## src/hdl/next_lexicographic_permutation_assert.svh

```systemverilog
// assertion macros used by the permutation datapath module
// no dependencies; define NO_ASSERTIONS to compile them out
`ifndef NEXT_LEXICOGRAPHIC_PERMUTATION_ASSERT_SVH
`define NEXT_LEXICOGRAPHIC_PERMUTATION_ASSERT_SVH

`ifndef NO_ASSERTIONS

// property must hold at every clock edge out of reset
`define NLP_ASSERT(lbl, prop, msg) \
  lbl: assert property (@(posedge clk) disable iff (!rst_n) (prop)) else $error(msg);

// condition must never be seen at a clock edge out of reset
`define NLP_ASSERT_NEVER(lbl, cond, msg) \
  lbl: assert property (@(posedge clk) disable iff (!rst_n) !(cond)) else $error(msg);

`else

`define NLP_ASSERT(lbl, prop, msg)
`define NLP_ASSERT_NEVER(lbl, cond, msg)

`endif

`endif

```

## src/hdl/nlp_pkg.sv

```systemverilog
// shared types and constants of the next permutation block
// no dependencies
package nlp_pkg;

  // element width is fixed by the word format
  localparam int ELEM_BITS   = 32;
  localparam int MAX_LEN_DEF = 16;

  // input word
  typedef struct packed {
    logic signed [ELEM_BITS-1:0] elem_value;
    logic                        elem_last;
  } in_word_t;

  // result word
  typedef struct packed {
    logic signed [ELEM_BITS-1:0] out_value;
    logic                        out_last;
  } out_word_t;

  // controller states, one-hot
  typedef enum logic [3:0] {
    ST_LOAD  = 4'b0001,
    ST_PSCAN = 4'b0010,
    ST_SSCAN = 4'b0100,
    ST_EMIT  = 4'b1000
  } state_t;

  // controller to datapath
  typedef struct packed {
    logic load_en;
    logic load_last;
    logic scan_pivot;
    logic scan_succ;
    logic emit_en;
    logic cnt_clear;
  } cmd_t;

  // datapath to controller
  typedef struct packed {
    logic piv_found;
    logic no_piv;
    logic succ_found;
    logic emit_last;
    logic out_free;
  } stat_t;

endpackage

```

## src/hdl/nlp_ctrl.sv

```systemverilog
// controller state machine of the next permutation block
// depends on nlp_pkg
module nlp_ctrl (
  input  logic           clk,
  input  logic           rst_n,
  input  logic           in_valid,
  input  logic           in_last,
  input  nlp_pkg::stat_t stat,
  output nlp_pkg::cmd_t  cmd,
  output logic           in_stall
);

  nlp_pkg::state_t state_r, state_nxt;

  // state register
  always_ff @(posedge clk) begin
    if (!rst_n) begin
      state_r <= nlp_pkg::ST_LOAD;
    end else begin
      state_r <= state_nxt;
    end
  end

  // next state and commands
  always_comb begin
    state_nxt = state_r;
    cmd       = '0;
    unique case (state_r)
      nlp_pkg::ST_LOAD: begin
        cmd.load_en   = in_valid;
        cmd.load_last = in_valid && in_last;
        if (in_valid && in_last) begin
          state_nxt = nlp_pkg::ST_PSCAN;
        end
      end
      nlp_pkg::ST_PSCAN: begin
        cmd.scan_pivot = 1'b1;
        if (stat.no_piv) begin
          state_nxt = nlp_pkg::ST_EMIT;
        end else if (stat.piv_found) begin
          state_nxt = nlp_pkg::ST_SSCAN;
        end
      end
      nlp_pkg::ST_SSCAN: begin
        cmd.scan_succ = 1'b1;
        if (stat.succ_found) begin
          state_nxt = nlp_pkg::ST_EMIT;
        end
      end
      nlp_pkg::ST_EMIT: begin
        cmd.emit_en = stat.out_free;
        if (stat.out_free && stat.emit_last) begin
          cmd.cnt_clear = 1'b1;
          state_nxt     = nlp_pkg::ST_LOAD;
        end
      end
      default: begin
        state_nxt = nlp_pkg::ST_LOAD;
      end
    endcase
  end

  // input taken only while loading
  assign in_stall = (state_r != nlp_pkg::ST_LOAD);

endmodule

```

## src/hdl/nlp_dpath.sv

```systemverilog
// datapath of the next permutation block: element memory, scan pipeline,
// emit address logic and output register; depends on nlp_pkg and the assert header
`include "next_lexicographic_permutation_assert.svh"

module nlp_dpath #(
  parameter int MAX_LEN = nlp_pkg::MAX_LEN_DEF
) (
  input  logic              clk,
  input  logic              rst_n,
  input  nlp_pkg::cmd_t     cmd,
  input  nlp_pkg::in_word_t in_data,
  input  logic              out_stall,
  output nlp_pkg::stat_t    stat,
  output logic              out_valid,
  output nlp_pkg::out_word_t out_data
);

  localparam int EB = nlp_pkg::ELEM_BITS;
  localparam int IW = $clog2(MAX_LEN);
  localparam int CW = $clog2(MAX_LEN + 1);

  logic [EB-1:0] mem [MAX_LEN];

  logic [CW-1:0] cnt_r, cnt_nxt;
  logic [IW-1:0] a_r;
  logic          iss_v_r, qv_r, pv_r;
  logic signed [EB-1:0] scan_q_r, prev_r, piv_val_r;
  logic [IW-1:0] qidx_r, piv_idx_r, succ_idx_r, k_r;
  logic          nopiv_r;
  logic signed [EB-1:0] out_q_r;
  logic          out_last_r, out_valid_r;

  logic          not_full;
  logic          piv_hit, no_piv_hit, succ_hit, restart, scanning;
  logic [CW:0]   mirror_sum;
  logic [CW-1:0] rev_idx;
  logic [IW-1:0] mirror_idx, emit_addr;
  logic          emit_sub;

  assign not_full = (cnt_r < CW'(MAX_LEN));

  // element count; holds the sequence length until the emit ends
  always_comb begin
    cnt_nxt = cnt_r;
    if (cmd.cnt_clear) begin
      cnt_nxt = '0;
    end else if (cmd.load_en && not_full) begin
      cnt_nxt = cnt_r + CW'(1);
    end
  end

  always_ff @(posedge clk) begin
    if (!rst_n) begin
      cnt_r <= '0;
    end else begin
      cnt_r <= cnt_nxt;
    end
  end

  // memory write port, words past capacity are dropped
  always_ff @(posedge clk) begin
    if (cmd.load_en && not_full) begin
      mem[cnt_r[IW-1:0]] <= in_data.elem_value;
    end
  end

  // scan compares on the registered read data
  assign piv_hit    = qv_r && pv_r && (scan_q_r < prev_r);
  assign no_piv_hit = qv_r && (qidx_r == '0) && !piv_hit;
  assign succ_hit   = qv_r && (piv_val_r < scan_q_r);
  assign restart    = cmd.scan_pivot && piv_hit;
  assign scanning   = cmd.scan_pivot || cmd.scan_succ;

  // scan read port walks down from the top element, one read a cycle
  always_ff @(posedge clk) begin
    if (!rst_n) begin
      iss_v_r <= 1'b0;
      qv_r    <= 1'b0;
      pv_r    <= 1'b0;
    end else if (cmd.load_last) begin
      a_r     <= IW'(cnt_nxt - CW'(1));
      iss_v_r <= 1'b1;
      qv_r    <= 1'b0;
      pv_r    <= 1'b0;
    end else if (restart) begin
      a_r     <= IW'(cnt_r - CW'(1));
      iss_v_r <= 1'b1;
      qv_r    <= 1'b0;
      pv_r    <= 1'b0;
    end else if (scanning) begin
      qv_r <= iss_v_r;
      pv_r <= qv_r;
      if (iss_v_r) begin
        a_r <= a_r - IW'(1);
      end
      if (a_r == '0) begin
        iss_v_r <= 1'b0;
      end
    end else begin
      iss_v_r <= 1'b0;
      qv_r    <= 1'b0;
      pv_r    <= 1'b0;
    end
  end

  always_ff @(posedge clk) begin
    scan_q_r <= mem[a_r];
    qidx_r   <= a_r;
    prev_r   <= scan_q_r;
  end

  // pivot, successor and emit counter
  always_ff @(posedge clk) begin
    if (restart) begin
      piv_idx_r <= qidx_r;
      piv_val_r <= scan_q_r;
      nopiv_r   <= 1'b0;
    end
    if (cmd.scan_pivot && no_piv_hit) begin
      nopiv_r <= 1'b1;
    end
    if (cmd.scan_succ && succ_hit) begin
      succ_idx_r <= qidx_r;
    end
    if ((cmd.scan_succ && succ_hit) || (cmd.scan_pivot && no_piv_hit)) begin
      k_r <= '0;
    end else if (cmd.emit_en) begin
      k_r <= k_r + IW'(1);
    end
  end

  // emit address: prefix in place, successor at the pivot, suffix mirrored; whole sequence reversed when no pivot
  assign rev_idx    = cnt_r - CW'(1) - CW'(k_r);
  assign mirror_sum = {1'b0, cnt_r} + (CW+1)'(piv_idx_r) - (CW+1)'(k_r);
  assign mirror_idx = mirror_sum[IW-1:0];

  always_comb begin
    emit_sub = 1'b0;
    priority if (nopiv_r) begin
      emit_addr = rev_idx[IW-1:0];
    end else if (k_r < piv_idx_r) begin
      emit_addr = k_r;
    end else if (k_r == piv_idx_r) begin
      emit_addr = succ_idx_r;
    end else begin
      emit_addr = mirror_idx;
      emit_sub  = (mirror_idx == succ_idx_r);
    end
  end

  // output read port doubles as the output register
  always_ff @(posedge clk) begin
    if (cmd.emit_en) begin
      out_q_r    <= emit_sub ? piv_val_r : mem[emit_addr];
      out_last_r <= (CW'(k_r) + CW'(1) == cnt_r);
    end
  end

  always_ff @(posedge clk) begin
    if (!rst_n) begin
      out_valid_r <= 1'b0;
    end else begin
      out_valid_r <= cmd.emit_en || (out_valid_r && out_stall);
    end
  end

  assign out_valid         = out_valid_r;
  assign out_data.out_value = out_q_r;
  assign out_data.out_last  = out_last_r;

  // status back to the controller
  assign stat.piv_found  = piv_hit;
  assign stat.no_piv     = no_piv_hit;
  assign stat.succ_found = succ_hit;
  assign stat.emit_last  = (CW'(k_r) + CW'(1) == cnt_r);
  assign stat.out_free   = !out_valid_r || !out_stall;

  // checks
  `NLP_ASSERT(a_cnt_bound, cnt_r <= CW'(MAX_LEN), "element count beyond capacity")
  `NLP_ASSERT(a_succ_right, (cmd.scan_succ && succ_hit) |-> (qidx_r > piv_idx_r), "successor not right of pivot")
  `NLP_ASSERT_NEVER(a_emit_empty, cmd.emit_en && (cnt_r == '0), "emit with empty sequence")
  `NLP_ASSERT(a_scan_idle, (cmd.load_last) |=> (qv_r == 1'b0), "stale scan data after load")

endmodule

```

## src/hdl/next_lexicographic_permutation.sv

```systemverilog
// next permutation block: loads one element per cycle, then runs a pivot scan,
// a successor scan and an emit phase; both scans use the single scan read port,
// and no new sequence is taken until the emit ends; synchronous active-low reset
// returns to loading, count zero; depends on nlp_pkg, nlp_ctrl and nlp_dpath
module next_lexicographic_permutation #(
  parameter int MAX_LEN = nlp_pkg::MAX_LEN_DEF
) (
  input  logic               clk,
  input  logic               rst_n,
  input  logic               in_valid,
  output logic               in_stall,
  input  nlp_pkg::in_word_t  in_data,
  output logic               out_valid,
  input  logic               out_stall,
  output nlp_pkg::out_word_t out_data
);

  nlp_pkg::cmd_t  cmd;
  nlp_pkg::stat_t stat;

  // sequencer
  nlp_ctrl u_ctrl (
    .clk      (clk),
    .rst_n    (rst_n),
    .in_valid (in_valid),
    .in_last  (in_data.elem_last),
    .stat     (stat),
    .cmd      (cmd),
    .in_stall (in_stall)
  );

  // storage and scan datapath
  nlp_dpath #(
    .MAX_LEN (MAX_LEN)
  ) u_dpath (
    .clk       (clk),
    .rst_n     (rst_n),
    .cmd       (cmd),
    .in_data   (in_data),
    .out_stall (out_stall),
    .stat      (stat),
    .out_valid (out_valid),
    .out_data  (out_data)
  );

endmodule
```

## config.mk

```make
export PLATFORM = sky130hd
export DESIGN_NAME = next_lexicographic_permutation
export DESIGN_NICKNAME = d
export VERILOG_FILES = /design/src/hdl/nlp_pkg.sv /design/src/hdl/nlp_ctrl.sv /design/src/hdl/nlp_dpath.sv /design/src/hdl/next_lexicographic_permutation.sv
export VERILOG_INCLUDE_DIRS = /design/src /design/src/hdl
export SDC_FILE = /design/constraint.sdc
export NUM_CORES = 1
export LEC_CHECK = 0
export ABC_AREA = 1
export BUFFER_PORTS_ARGS = -buffer_cell sky130_fd_sc_hd__buf_4
export CAP_MARGIN = 0
export CORE_ASPECT_RATIO = 1.75
export CORE_MARGIN = 2
export CORE_UTILIZATION = 40
export DETAILED_ROUTE_END_ITERATION = 10
export PLACE_DENSITY = 0.57
export SYNTH_ARGS = -nofsm -noshare
export SYNTH_HDL_FRONTEND = slang
export SYNTH_SLANG_ARGS = --single-unit
```

## constraint.sdc

```tcl
create_clock -name clk -period 6.36 [get_ports clk]
set_clock_uncertainty 0.05 [all_clocks]
set_input_delay 0 -clock clk [delete_from_list [all_inputs] [get_ports clk]]
set_output_delay 0 -clock clk [all_outputs]
set_load 0.05 [all_outputs]
```

[Word level (Yosys, flattened, before mapping)]
Memory sizes are Yosys's and may differ from the RTL's. A register that Yosys moved wholly into a read port is not among the register bits.
Index checks and enable logic that the tools add are counted.
Word-level totals
  input port bits: 37
  register bits: 131
  word-level logic and storage cells: 101
  memories: 1
  RAM bits: 512
  ROM bits: 0
  output and inout bits: 35
  latch bits: 0
Memory list
  u_dpath.mem: depth 16, bits a word 32, rd ports 2, clocked after memory_dff 1, wr ports 1, line nlp_dpath.sv:22  | logic [EB-1:0] mem [MAX_LEN];
Operators by class
  bitwise logic cells: 2
  equality and inequality tests: 13
  multipliers: 0
  order comparisons: 4
  shifts and indexed selects: 0
  add/sub/neg operators: 9
  mux-type cells: 30
  reductions and logical operators: 26
  div/mod/pow operators: 0
Operator list (count)
  $lt 32x32->1: 2
  $mux 4: 12
  $mux 32: 1
  $pmux 4 s4: 1
  $logic_and 1x1->1: 12
  $mux 1: 12
  $sub 4x1->4 const B: 3
  $mux 5: 2
  $eq 4x4->1: 2
  $logic_not 4->1: 2
  $sub 4x4->4: 2
  $ne 2x1->1 const B: 3
  $reduce_bool 3->1: 2
  $add 4x1->5 const B: 1
  $add 5x1->5 const B: 1
  $eq 5x5->1: 1
  $lt 5x5->1 const B: 1
  $add 4x1->4 const B: 1
  $add 4x4->4: 1
  $eq 4x1->1 const B: 1
  $eq 4x2->1 const B: 1
  $eq 4x3->1 const B: 1
  $eq 4x4->1 const B: 1
  $logic_or 1x1->1: 4
  10 further kinds: 14

[Longest topological paths before layout]
Gate-level depths: netlist (run 1).
  word-level depth: 8
  depth in mapped cells: 19
  mapped depth without buffers: 18

[Modules after synthesis]
Synthesis (run 1) repeated with hierarchy kept, for this count alone.
Unflattened totals
  cell total of the unflattened synthesis: 3703
  area, all modules: 33738.6 µm²
Modules (own cells, without submodules)
  nlp_dpath: area each 33448.3 µm², instances 1, cells each 3653
  nlp_ctrl: area each 290.3 µm², instances 1, cells each 50

[Worst setup path before layout (run 1)]
OpenSTA, ideal clock, no wires.
  path kind: reg2reg
  start: reg u_dpath.prev_r[21]
  end: reg u_dpath.a_r[0], data pin
  clock period less this slack: 3558 ps
  data arrival time: 3253 ps
  cell stages (with the launch flop): 15
  buffers on the path: 0
  library setup time: 255 ps
  path slack: 2802 ps
  path through: dfxtp_1 -> inv_1 -> ha_1 -> a21oi_1 -> nor2_1 -> nor2_1 -> nand3_1 -> a21oi_1 -> nand2_1 -> nand2_1 -> nand3_1 -> nor2_1 -> nand2_1 -> nand3_1 -> nand2_1
On the way
  cells in the longest elaborated chain, start to end: 5
Ends and longest elaborated chain
  start: declaration: line nlp_dpath.sv:27  | logic signed [EB-1:0] scan_q_r, prev_r, piv_val_r;
  start signal: assignment: line nlp_dpath.sv:109  | prev_r <= scan_q_r;
  $lt 32x32->1: line nlp_dpath.sv:68  | assign piv_hit = qv_r && pv_r && (scan_q_r < prev_r);
  $logic_and 1x1->1: line nlp_dpath.sv:68
  $logic_and 1x1->1: line nlp_dpath.sv:71  | assign restart = cmd.scan_pivot && piv_hit;
  via u_dpath.restart: line nlp_dpath.sv:34  | logic piv_hit, no_piv_hit, succ_hit, restart, scanning;
  $mux 4: line nlp_dpath.sv:85  | end else if (restart) begin
  $mux 4: line nlp_dpath.sv:80  | end else if (cmd.load_last) begin
  end signal: assignment: line nlp_dpath.sv:81  | a_r <= IW'(cnt_nxt - CW'(1));
  end signal: assignment: line nlp_dpath.sv:86  | a_r <= IW'(cnt_r - CW'(1));
  end signal: assignment: line nlp_dpath.sv:94  | a_r <= a_r - IW'(1);
  end: declaration: line nlp_dpath.sv:25  | logic [IW-1:0] a_r;
The timed path passes the listed nets, and every way through them passes these cells.
A chain may end at the register's enable or synchronous reset.

[Final worst setup path (run 1)]
  start: reg u_dpath.cnt_r[0]
  end: reg u_dpath.out_q_r[17], data pin
On the way
  cells in the longest elaborated chain, start to end: 7
Ends and longest elaborated chain
  start: declaration: line nlp_dpath.sv:24  | logic [CW-1:0] cnt_r, cnt_nxt;
  start signal: assignment: line nlp_dpath.sv:56  | cnt_r <= cnt_nxt;
  $add 4x4->4: line nlp_dpath.sv:134  | assign mirror_sum = {1'b0, cnt_r} + (CW+1)'(piv_idx_r) - (CW+1)'(k_r);
  $sub 4x4->4: line nlp_dpath.sv:134
  $mux 4 or $eq 4x4->1 (tied branches): line nlp_dpath.sv:143, nlp_dpath.sv:147
  $mux 4 or $mux 1 (tied branches): line nlp_dpath.sv:141, nlp_dpath.sv:143
  $mux 4 or $mux 1 (tied branches): line nlp_dpath.sv:139, nlp_dpath.sv:141
  $mem_v2 16x32 or $mux 1 (tied branches)
  $mux 32 *: line nlp_dpath.sv:154  | out_q_r <= emit_sub ? piv_val_r : mem[emit_addr];
  end signal: assignment: line nlp_dpath.sv:154
  end: declaration: line nlp_dpath.sv:30  | logic signed [EB-1:0] out_q_r;
Every way passes the cells marked *; elsewhere a longest branch is shown, timed or not.

==> metrics.cfg, run 1 <==
[sta]
setup_viol = 0
whs_ps = 130
tightest_slew_ps = 1260
fin_crit_ps = 4350
relSlewSlack = 0.162
tns_ps = 0
rsz0062_at_grt = false
finalMaxSlewViolations = 0
fin_ws_ps = 2010
period_share = 0.684
final_hold_viol_count = 0
fmax_ghz = 0.230

[synthesis]
synth_compound_area_frac = 0.0881
synth_cell_types = 40
synth_area_leaders = edfxtp_1 52%, nand3_1 9.1%, nand2_1 7.4%, inv_1 5.8%, dfxtp_1 5.1%
synthSimpleGateAreaFrac = 0.212
synth-seq-cells = 675
synth_most_common_cell = nand2_1
synth_seq_area_share = 0.571
synth-edff-count = 589
syn_nets = 3753
netlist.area_leader.share = 0.521
synth_fa_ha_area_frac = 0.0329
yosys.area.top_type = edfxtp_1
synthFlopType = edfxtp_1
ys_warn_count = 0
synth_top_family_by_area = simple AND/OR/NAND/NOR gates
synth_cells = 3629
synth_xor_area_frac = 0.00538
syn_avg_cell_area_um2 = 9.36
async_flop_share = 0
synthesis.area_um2 = 34000
netlist_top_cells_count = 670 x nand2_1, 617 x nand3_1, 589 x edfxtp_1, 526 x inv_1, 224 x o21ai_0
synthMuxAreaShare = 0

[floorplanning]
io_pins = 72
die-width_um = 224
initial_core_util = 0.403
die_y_um = 390
rows = 141
coreArea_um2 = 84300
die_area_um2 = 87400

[placed_design]
gp_congestion = 0.829
io_buffers = 71
dp_slack_ps = 2000
dpl.hpwl_um = 61900
post-place-cells = 4598

[final_layout]
drive_gt1_frac = 0.0721
n_antenna_cell = 0
nFillCells = 7986
multiInputGateArea_um2 = 11700
num-nets-final = 3750
seq_area_um2 = 19400
layoutNonFillerInstCount = 4749
area_growth_pct = 11.6

[pwr]
power.density_nw_per_um2 = 288
ir_drop_uv = 246
p_leak_nw = 15.4
p_total_mw = 10.9

[critical_path]
reg2reg_depth = 17
r2r_start = u_dpath.cnt_r[0]
r2r_slack_ps = 2010
path_max_fanout = 58
cp_top_family = simple AND/OR/NAND/NOR gates
path_buf_inv = 3
path_cells = inv_1 > ha_1 > inv_1 > ha_1 > fa_1 > o21ai_1 > nand2_1 > o21ai_1 > nand2_1 > nand2_4 > buf_4 > nand3_1 > nand3_1 > nand3_1 > nand2_1 > nand2_1 > nand2_1
path_common_cell = nand2_1
cp.required_ps = 6840
cp-end-kind = register
worstSetupStartpointType = register
cpPeakStageDelay_ps = 740
reg2reg_to = u_dpath.out_q_r[17]
arrival_ps = 4830
worst-setup-path-type = register to register
slowest_stage = buf_4

[clock_network]
cts-htree-levels = 2
cts.sinks = 675
cts_buffers = 60
clock_latency_ps = 660
cts.path.max_buffers = 3
cts.repair.resized = 0
cts-root-buf = clkbuf_16
cts.clk_slew.worst_paths_ps = 70
cts_tree = done

[grt]
grt_max_degree = 206
grt_use_total = 0.254
overflow = 0
grt_pass1_vias = 25800
grt_pass1_wl_um = 165000
antenna_found_initial = 5

[min_path]
hold_start = in_data[12]
hold_depth = 2
min_path_type = input pin to register
hold_path_end = u_dpath.mem[10][11]

[drt]
ant_nets = 0
wirelength_um = 112000
drc = 0
vias_per_cell = 5.62
avgRoutedWirePerCell_um = 23.6
first_pass_iters = 6
drtIter0Drc = 2605
vias = 26700

[status]
status = completed

[run]
maxCapViolCount = 0

layer usage:
| metal | vias to the layer above | wire length (µm) | GRT usage |
|---|---|---|---|
| met2 | 1191 | 54200 | 0.431 |
| met5 | - | 43 | 0 |
| li1 | 12400 | - | - |
| met4 | 8 | 5640 | 0.123 |
| met1 | 12800 | 43500 | 0.320 |
| met3 | 315 | 8700 | 0.0343 |
state kept, by name, summed over array words and instances (netlist names):
| name | cells |
|---|---|
| u_dpath.qv_r | 1 |
| u_dpath.out_valid | 1 |
| u_dpath.out_q_r | 32 |
| u_ctrl.state_r | 4 |
| u_dpath.mem | 512 |
| u_dpath.out_last_r | 1 |
| u_dpath.succ_idx_r | 4 |
| u_dpath.k_r | 4 |
| u_dpath.piv_idx_r | 4 |
| u_dpath.qidx_r | 4 |
| u_dpath.cnt_r | 5 |
| u_dpath.prev_r | 32 |
| u_dpath.iss_v_r | 1 |
| u_dpath.scan_q_r | 32 |
| u_dpath.nopiv_r | 1 |
| u_dpath.a_r | 4 |
| u_dpath.pv_r | 1 |
| u_dpath.piv_val_r | 32 |
cells in the final DEF (no fill, tap or decap), types with 4 or more instances in the layout:
cell type,synthesis,layout
nand2_1,670,666
nand3_1,617,617
edfxtp_1,589,589
inv_1,526,521
o21ai_0,224,224
a21oi_1,198,198
nand3b_1,123,123
buf_4,14,121
dfxtp_1,86,86
ha_1,83,83
nor2_1,93,74
clkbuf_16,0,63
o211ai_1,56,56
o2111ai_1,45,45
dlygate4sd3_1,0,38
nand4_1,28,28
nor2_4,1,20
xor2_1,14,14
clkinv_1,3,13
clkinv_2,0,12
clkbuf_1,119,9
nor3_1,8,8
inv_2,6,8
bufinv_16,0,7
clkbuf_8,0,7
buf_12,0,6
xnor2_1,5,5
nand2_2,3,4
fa_1,4,4
clkinvlp_4,0,4
worst max path at each step:
stage                  startpoint                   to  slack, ps  cells past startpoint
2_1_floorplan  u_dpath.prev_r[21]       u_dpath.a_r[0]       2800                     14
3_3_place_gp     u_dpath.cnt_r[0]  u_dpath.out_q_r[17]       2100                     17
3_5_place_dp     u_dpath.cnt_r[0]   u_dpath.out_q_r[1]       2000                     18
4_1_cts          u_dpath.cnt_r[0]   u_dpath.out_q_r[1]       2010                     18
5_1_grt          u_dpath.cnt_r[0]  u_dpath.out_q_r[17]       1770                     17
6_report         u_dpath.cnt_r[0]  u_dpath.out_q_r[17]       2010                     17
report_power, final:
group          switching (mW)  leakage (nW)  internal, mW  total [mW]
Sequential             0.0281          6.03          4.92        4.95
Combinational            1.50          8.37         0.615        2.11
Clock                    1.70          1.01          2.17        3.87
area by class of cell:
class,count,area share
Clock buffer,79,0.0450
Sequential cell,675,0.512
Inverter,535,0.0531
Multi-Input combinational cell,2189,0.308
Tap cell,1072,0.0354
Timing Repair Buffer,165,0.0372
Clock inverter,34,0.00944
cells by family (layout without fill, tap and decap cells):
logic type | Yosys count | in the layout
DFF | 675 | 675
xor gates and xnor gates | 20 | 20
and+or+nand+nor | 1550 | 1550
adders and majority gates | 87 | 87
buffers and inverters | 765 | 813
AOI/OAI and AO/OA | 532 | 532
stage by stage:
stage	util	instance area, µm²
after detailed placement	0.420	35500
after CTS	0.449	37900
after floorplan	-	34000
final	0.449	37900
after global routing	0.449	37900
after global placement	0.420	35500
timing repair:
action,in CTS,in global routing
buffers inserted,0,0
hold buffers,38,0
endpoints found under the hold margin,531,0
No activity file was read; power rests on OpenSTA's default activity.
==> run 2, diff against run 1 <==
==> constraint.sdc (replaced) <==
create_clock -name clk -period 4.4 [get_ports clk]
set_clock_uncertainty 0.05 [all_clocks]
set_input_delay 0 -clock clk [delete_from_list [all_inputs] [get_ports clk]]
set_output_delay 0 -clock clk [all_outputs]
set_load 0.05 [all_outputs]
==> run 2 against run 1 <==
- via count rose by 1.3%
- sequential power is 44% higher
- clock power rose by 42%
- critical path depth increased by 1
- maximum frequency up 8.7%
- final cell count increased by 0.40%
- critical path type unchanged
- largest power group unchanged
- highest routed layer unchanged
==> metrics.cfg, run 2 (synthesis gave the netlist of run 1 again) <==
[status]
status = completed

[critical_path]
cpPeakStageDelay_ps = 520  ; -220 ps
path_cells = inv_1 > ha_1 > inv_1 > ha_1 > fa_1 > xor2_1 > nand2_1 > nand2_1 > nand2_1 > o211ai_1 > nand2_4 > inv_2 > buf_4 > nand3_1 > nand3_1 > nand2_1 > nand2_1 > nand2_1
reg2reg_depth = 18  ; +1
reg2reg_to = u_dpath.out_q_r[27]
path_buf_inv = 4  ; +1
arrival_ps = 4360  ; -470 ps
crit_start = u_dpath.cnt_r[0]
cp_top_family = buffers and inverters
worst-setup-path-type = register to register
path_max_fanout = 19  ; -67%
worstSetupStartpointType = register
slowest_stage = inv_2
cp.required_ps = 4760  ; -2080 ps
r2r_slack_ps = 400  ; -1610 ps
cp-end-kind = register
r2r_start = u_dpath.cnt_r[0]
path_common_cell = nand2_1

[placed_design]
gp_congestion = 0.860  ; +3.8%
dpl.hpwl_um = 64900  ; +4.8%
io_buffers = 71  ; unchanged

[clock_network]
cts_tree = done
cts.sinks = 675  ; unchanged
holdBufCountCts = 38  ; unchanged
clock_latency_ps = 670  ; about the same
cts-root-buf = clkbuf_16
cts.path.max_buffers = 3  ; unchanged
cts-htree-levels = 2  ; unchanged
cts.repair.resized = 0  ; unchanged
cts.clk_slew.worst_paths_ps = 70  ; about the same
post-cts-setup-buffers = 0  ; unchanged
cts_buffers = 61  ; +1.7%

[grt]
grt_pass1_wl_um = 168000  ; +1.8%
overflow = 0  ; unchanged
grt_use_total = 0.260  ; +0.00521
grt_pass1_vias = 26100  ; +1.4%
grt_max_degree = 145  ; -30%
antenna_found_initial = 5  ; unchanged

[final_layout]
final_util = 0.453  ; +0.00369
largest_reg_flops = 512  ; unchanged
nFillCells = 7977  ; -0.11%
n_antenna_cell = 0  ; unchanged
layout_common_cells = 666 x nand2_1, 617 x nand3_1, 589 x edfxtp_1, 521 x inv_1, 224 x o21ai_0
drive_gt1_frac = 0.0755  ; +0.00342
layout_commonest_cell = nand2_1
area_growth_pct = 12.5
num-nets-final = 3768  ; +0.48%

[drt]
vias = 27000  ; +1.3%
ant_nets = 0  ; unchanged
avgRoutedWirePerCell_um = 24.0  ; +1.5%
first_pass_iters = 6  ; unchanged
drtIter0Drc = 2875  ; +10%
wirelength_um = 114000  ; +1.9%
vias_per_cell = 5.66  ; +0.89%
drc = 0  ; unchanged

[sta]
rsz0062_at_grt = false
tightest_slew_ps = 997  ; -260 ps
fin_crit_ps = 4000  ; -348 ps
relSlewSlack = 0.334  ; +0.172
finalMaxSlewViolations = 0  ; unchanged
setup_viol = 0  ; unchanged
tns_ps = 0  ; unchanged
fmax_ghz = 0.250  ; +8.7%
final_hold_viol_count = 0  ; unchanged
period_share = 0.910  ; +0.226

[min_path]
min_path_type = input pin to register
hold_depth = 2  ; unchanged
hold_start = in_data[20]
hold_path_end = u_dpath.mem[6][19]

[floorplanning]
coreArea_um2 = 84300  ; unchanged
rows = 141  ; unchanged
initial_core_util = 0.403  ; unchanged
die_area_um2 = 87400  ; unchanged
io_pins = 72  ; unchanged
die-width_um = 224  ; unchanged
die_y_um = 390  ; unchanged

[pwr]
p_leak_nw = 15.6  ; +0.93%
ir_drop_uv = 337  ; +37%
power.density_nw_per_um2 = 415  ; +44%

[run]
maxCapViolCount = 0  ; unchanged

==> run 2: cell types whose count changed in the layout (fill, tap and decap cells not counted), moves of 2 or more <==
cell | before | now
buf_12 | 6 | 26
clkbuf_1 | 9 | 15
clkbuf_8 | 7 | 1
clkinv_2 | 12 | 17
buf_4 | 121 | 118
clkinvlp_4 | 4 | 2
==> run 2: layout make-up <==
cell class | instances | area [µm²] | share of cell area
Timing Repair Buffer | 182 | 1790 | 0.0468
Clock buffer | 80 | 1670 | 0.0437
Sequential cell | 675 | 19400 | 0.508
Multi-Input combinational cell | 2189 | 11700 | 0.305
Clock inverter | 35 | 327 | 0.00855
Inverter | 535 | 2010 | 0.0527
Tap cell | 1072 | 1340 | 0.0351
==> run 2: worst max path at each step <==
stage / slack [ps] / to / cells past startpoint
2_1_floorplan: 840 / u_dpath.a_r[0] / 14
3_3_place_gp: 540 / u_dpath.out_q_r[24] / 18
3_5_place_dp: 430 / u_dpath.out_q_r[27] / 18
4_1_cts: 430 / u_dpath.out_q_r[22] / 18
5_1_grt: 150 / u_dpath.out_q_r[27] / 18
6_report: 400 / u_dpath.out_q_r[27] / 18
==> run 2: stage by stage <==
stage                     std cells  worst slack [ps]  hold slack (ps)  total power, mW  cell area (µm²)
after floorplan                3629               842             47.6             9.30            34000
after global placement         4615               540              196             10.4            35800
after detailed placement       4615               426              207             10.4            35800
after CTS                      4768               434              109             15.9            38200
after global routing           4768               147              154             16.4            38200
final                          4768               396              143             15.9            38200
==> run 2: per-layer routing <==
| metal | GRT usage | share of wire |
|---|---|---|
| met1 | 0.322 | 0.38 |
| met2 | 0.446 | 0.49 |
| met3 | 0.0355 | 0.077 |
| met4 | 0.124 | 0.049 |
| met5 | 0 | 0.00039 |
==> run 2: power by group <==
part | total (mW) | internal (mW) | switching [mW]
clock network | 5.49 | 3.02 | 2.47
registers | 7.15 | 7.12 | 0.0389
logic | 3.20 | 0.954 | 2.25
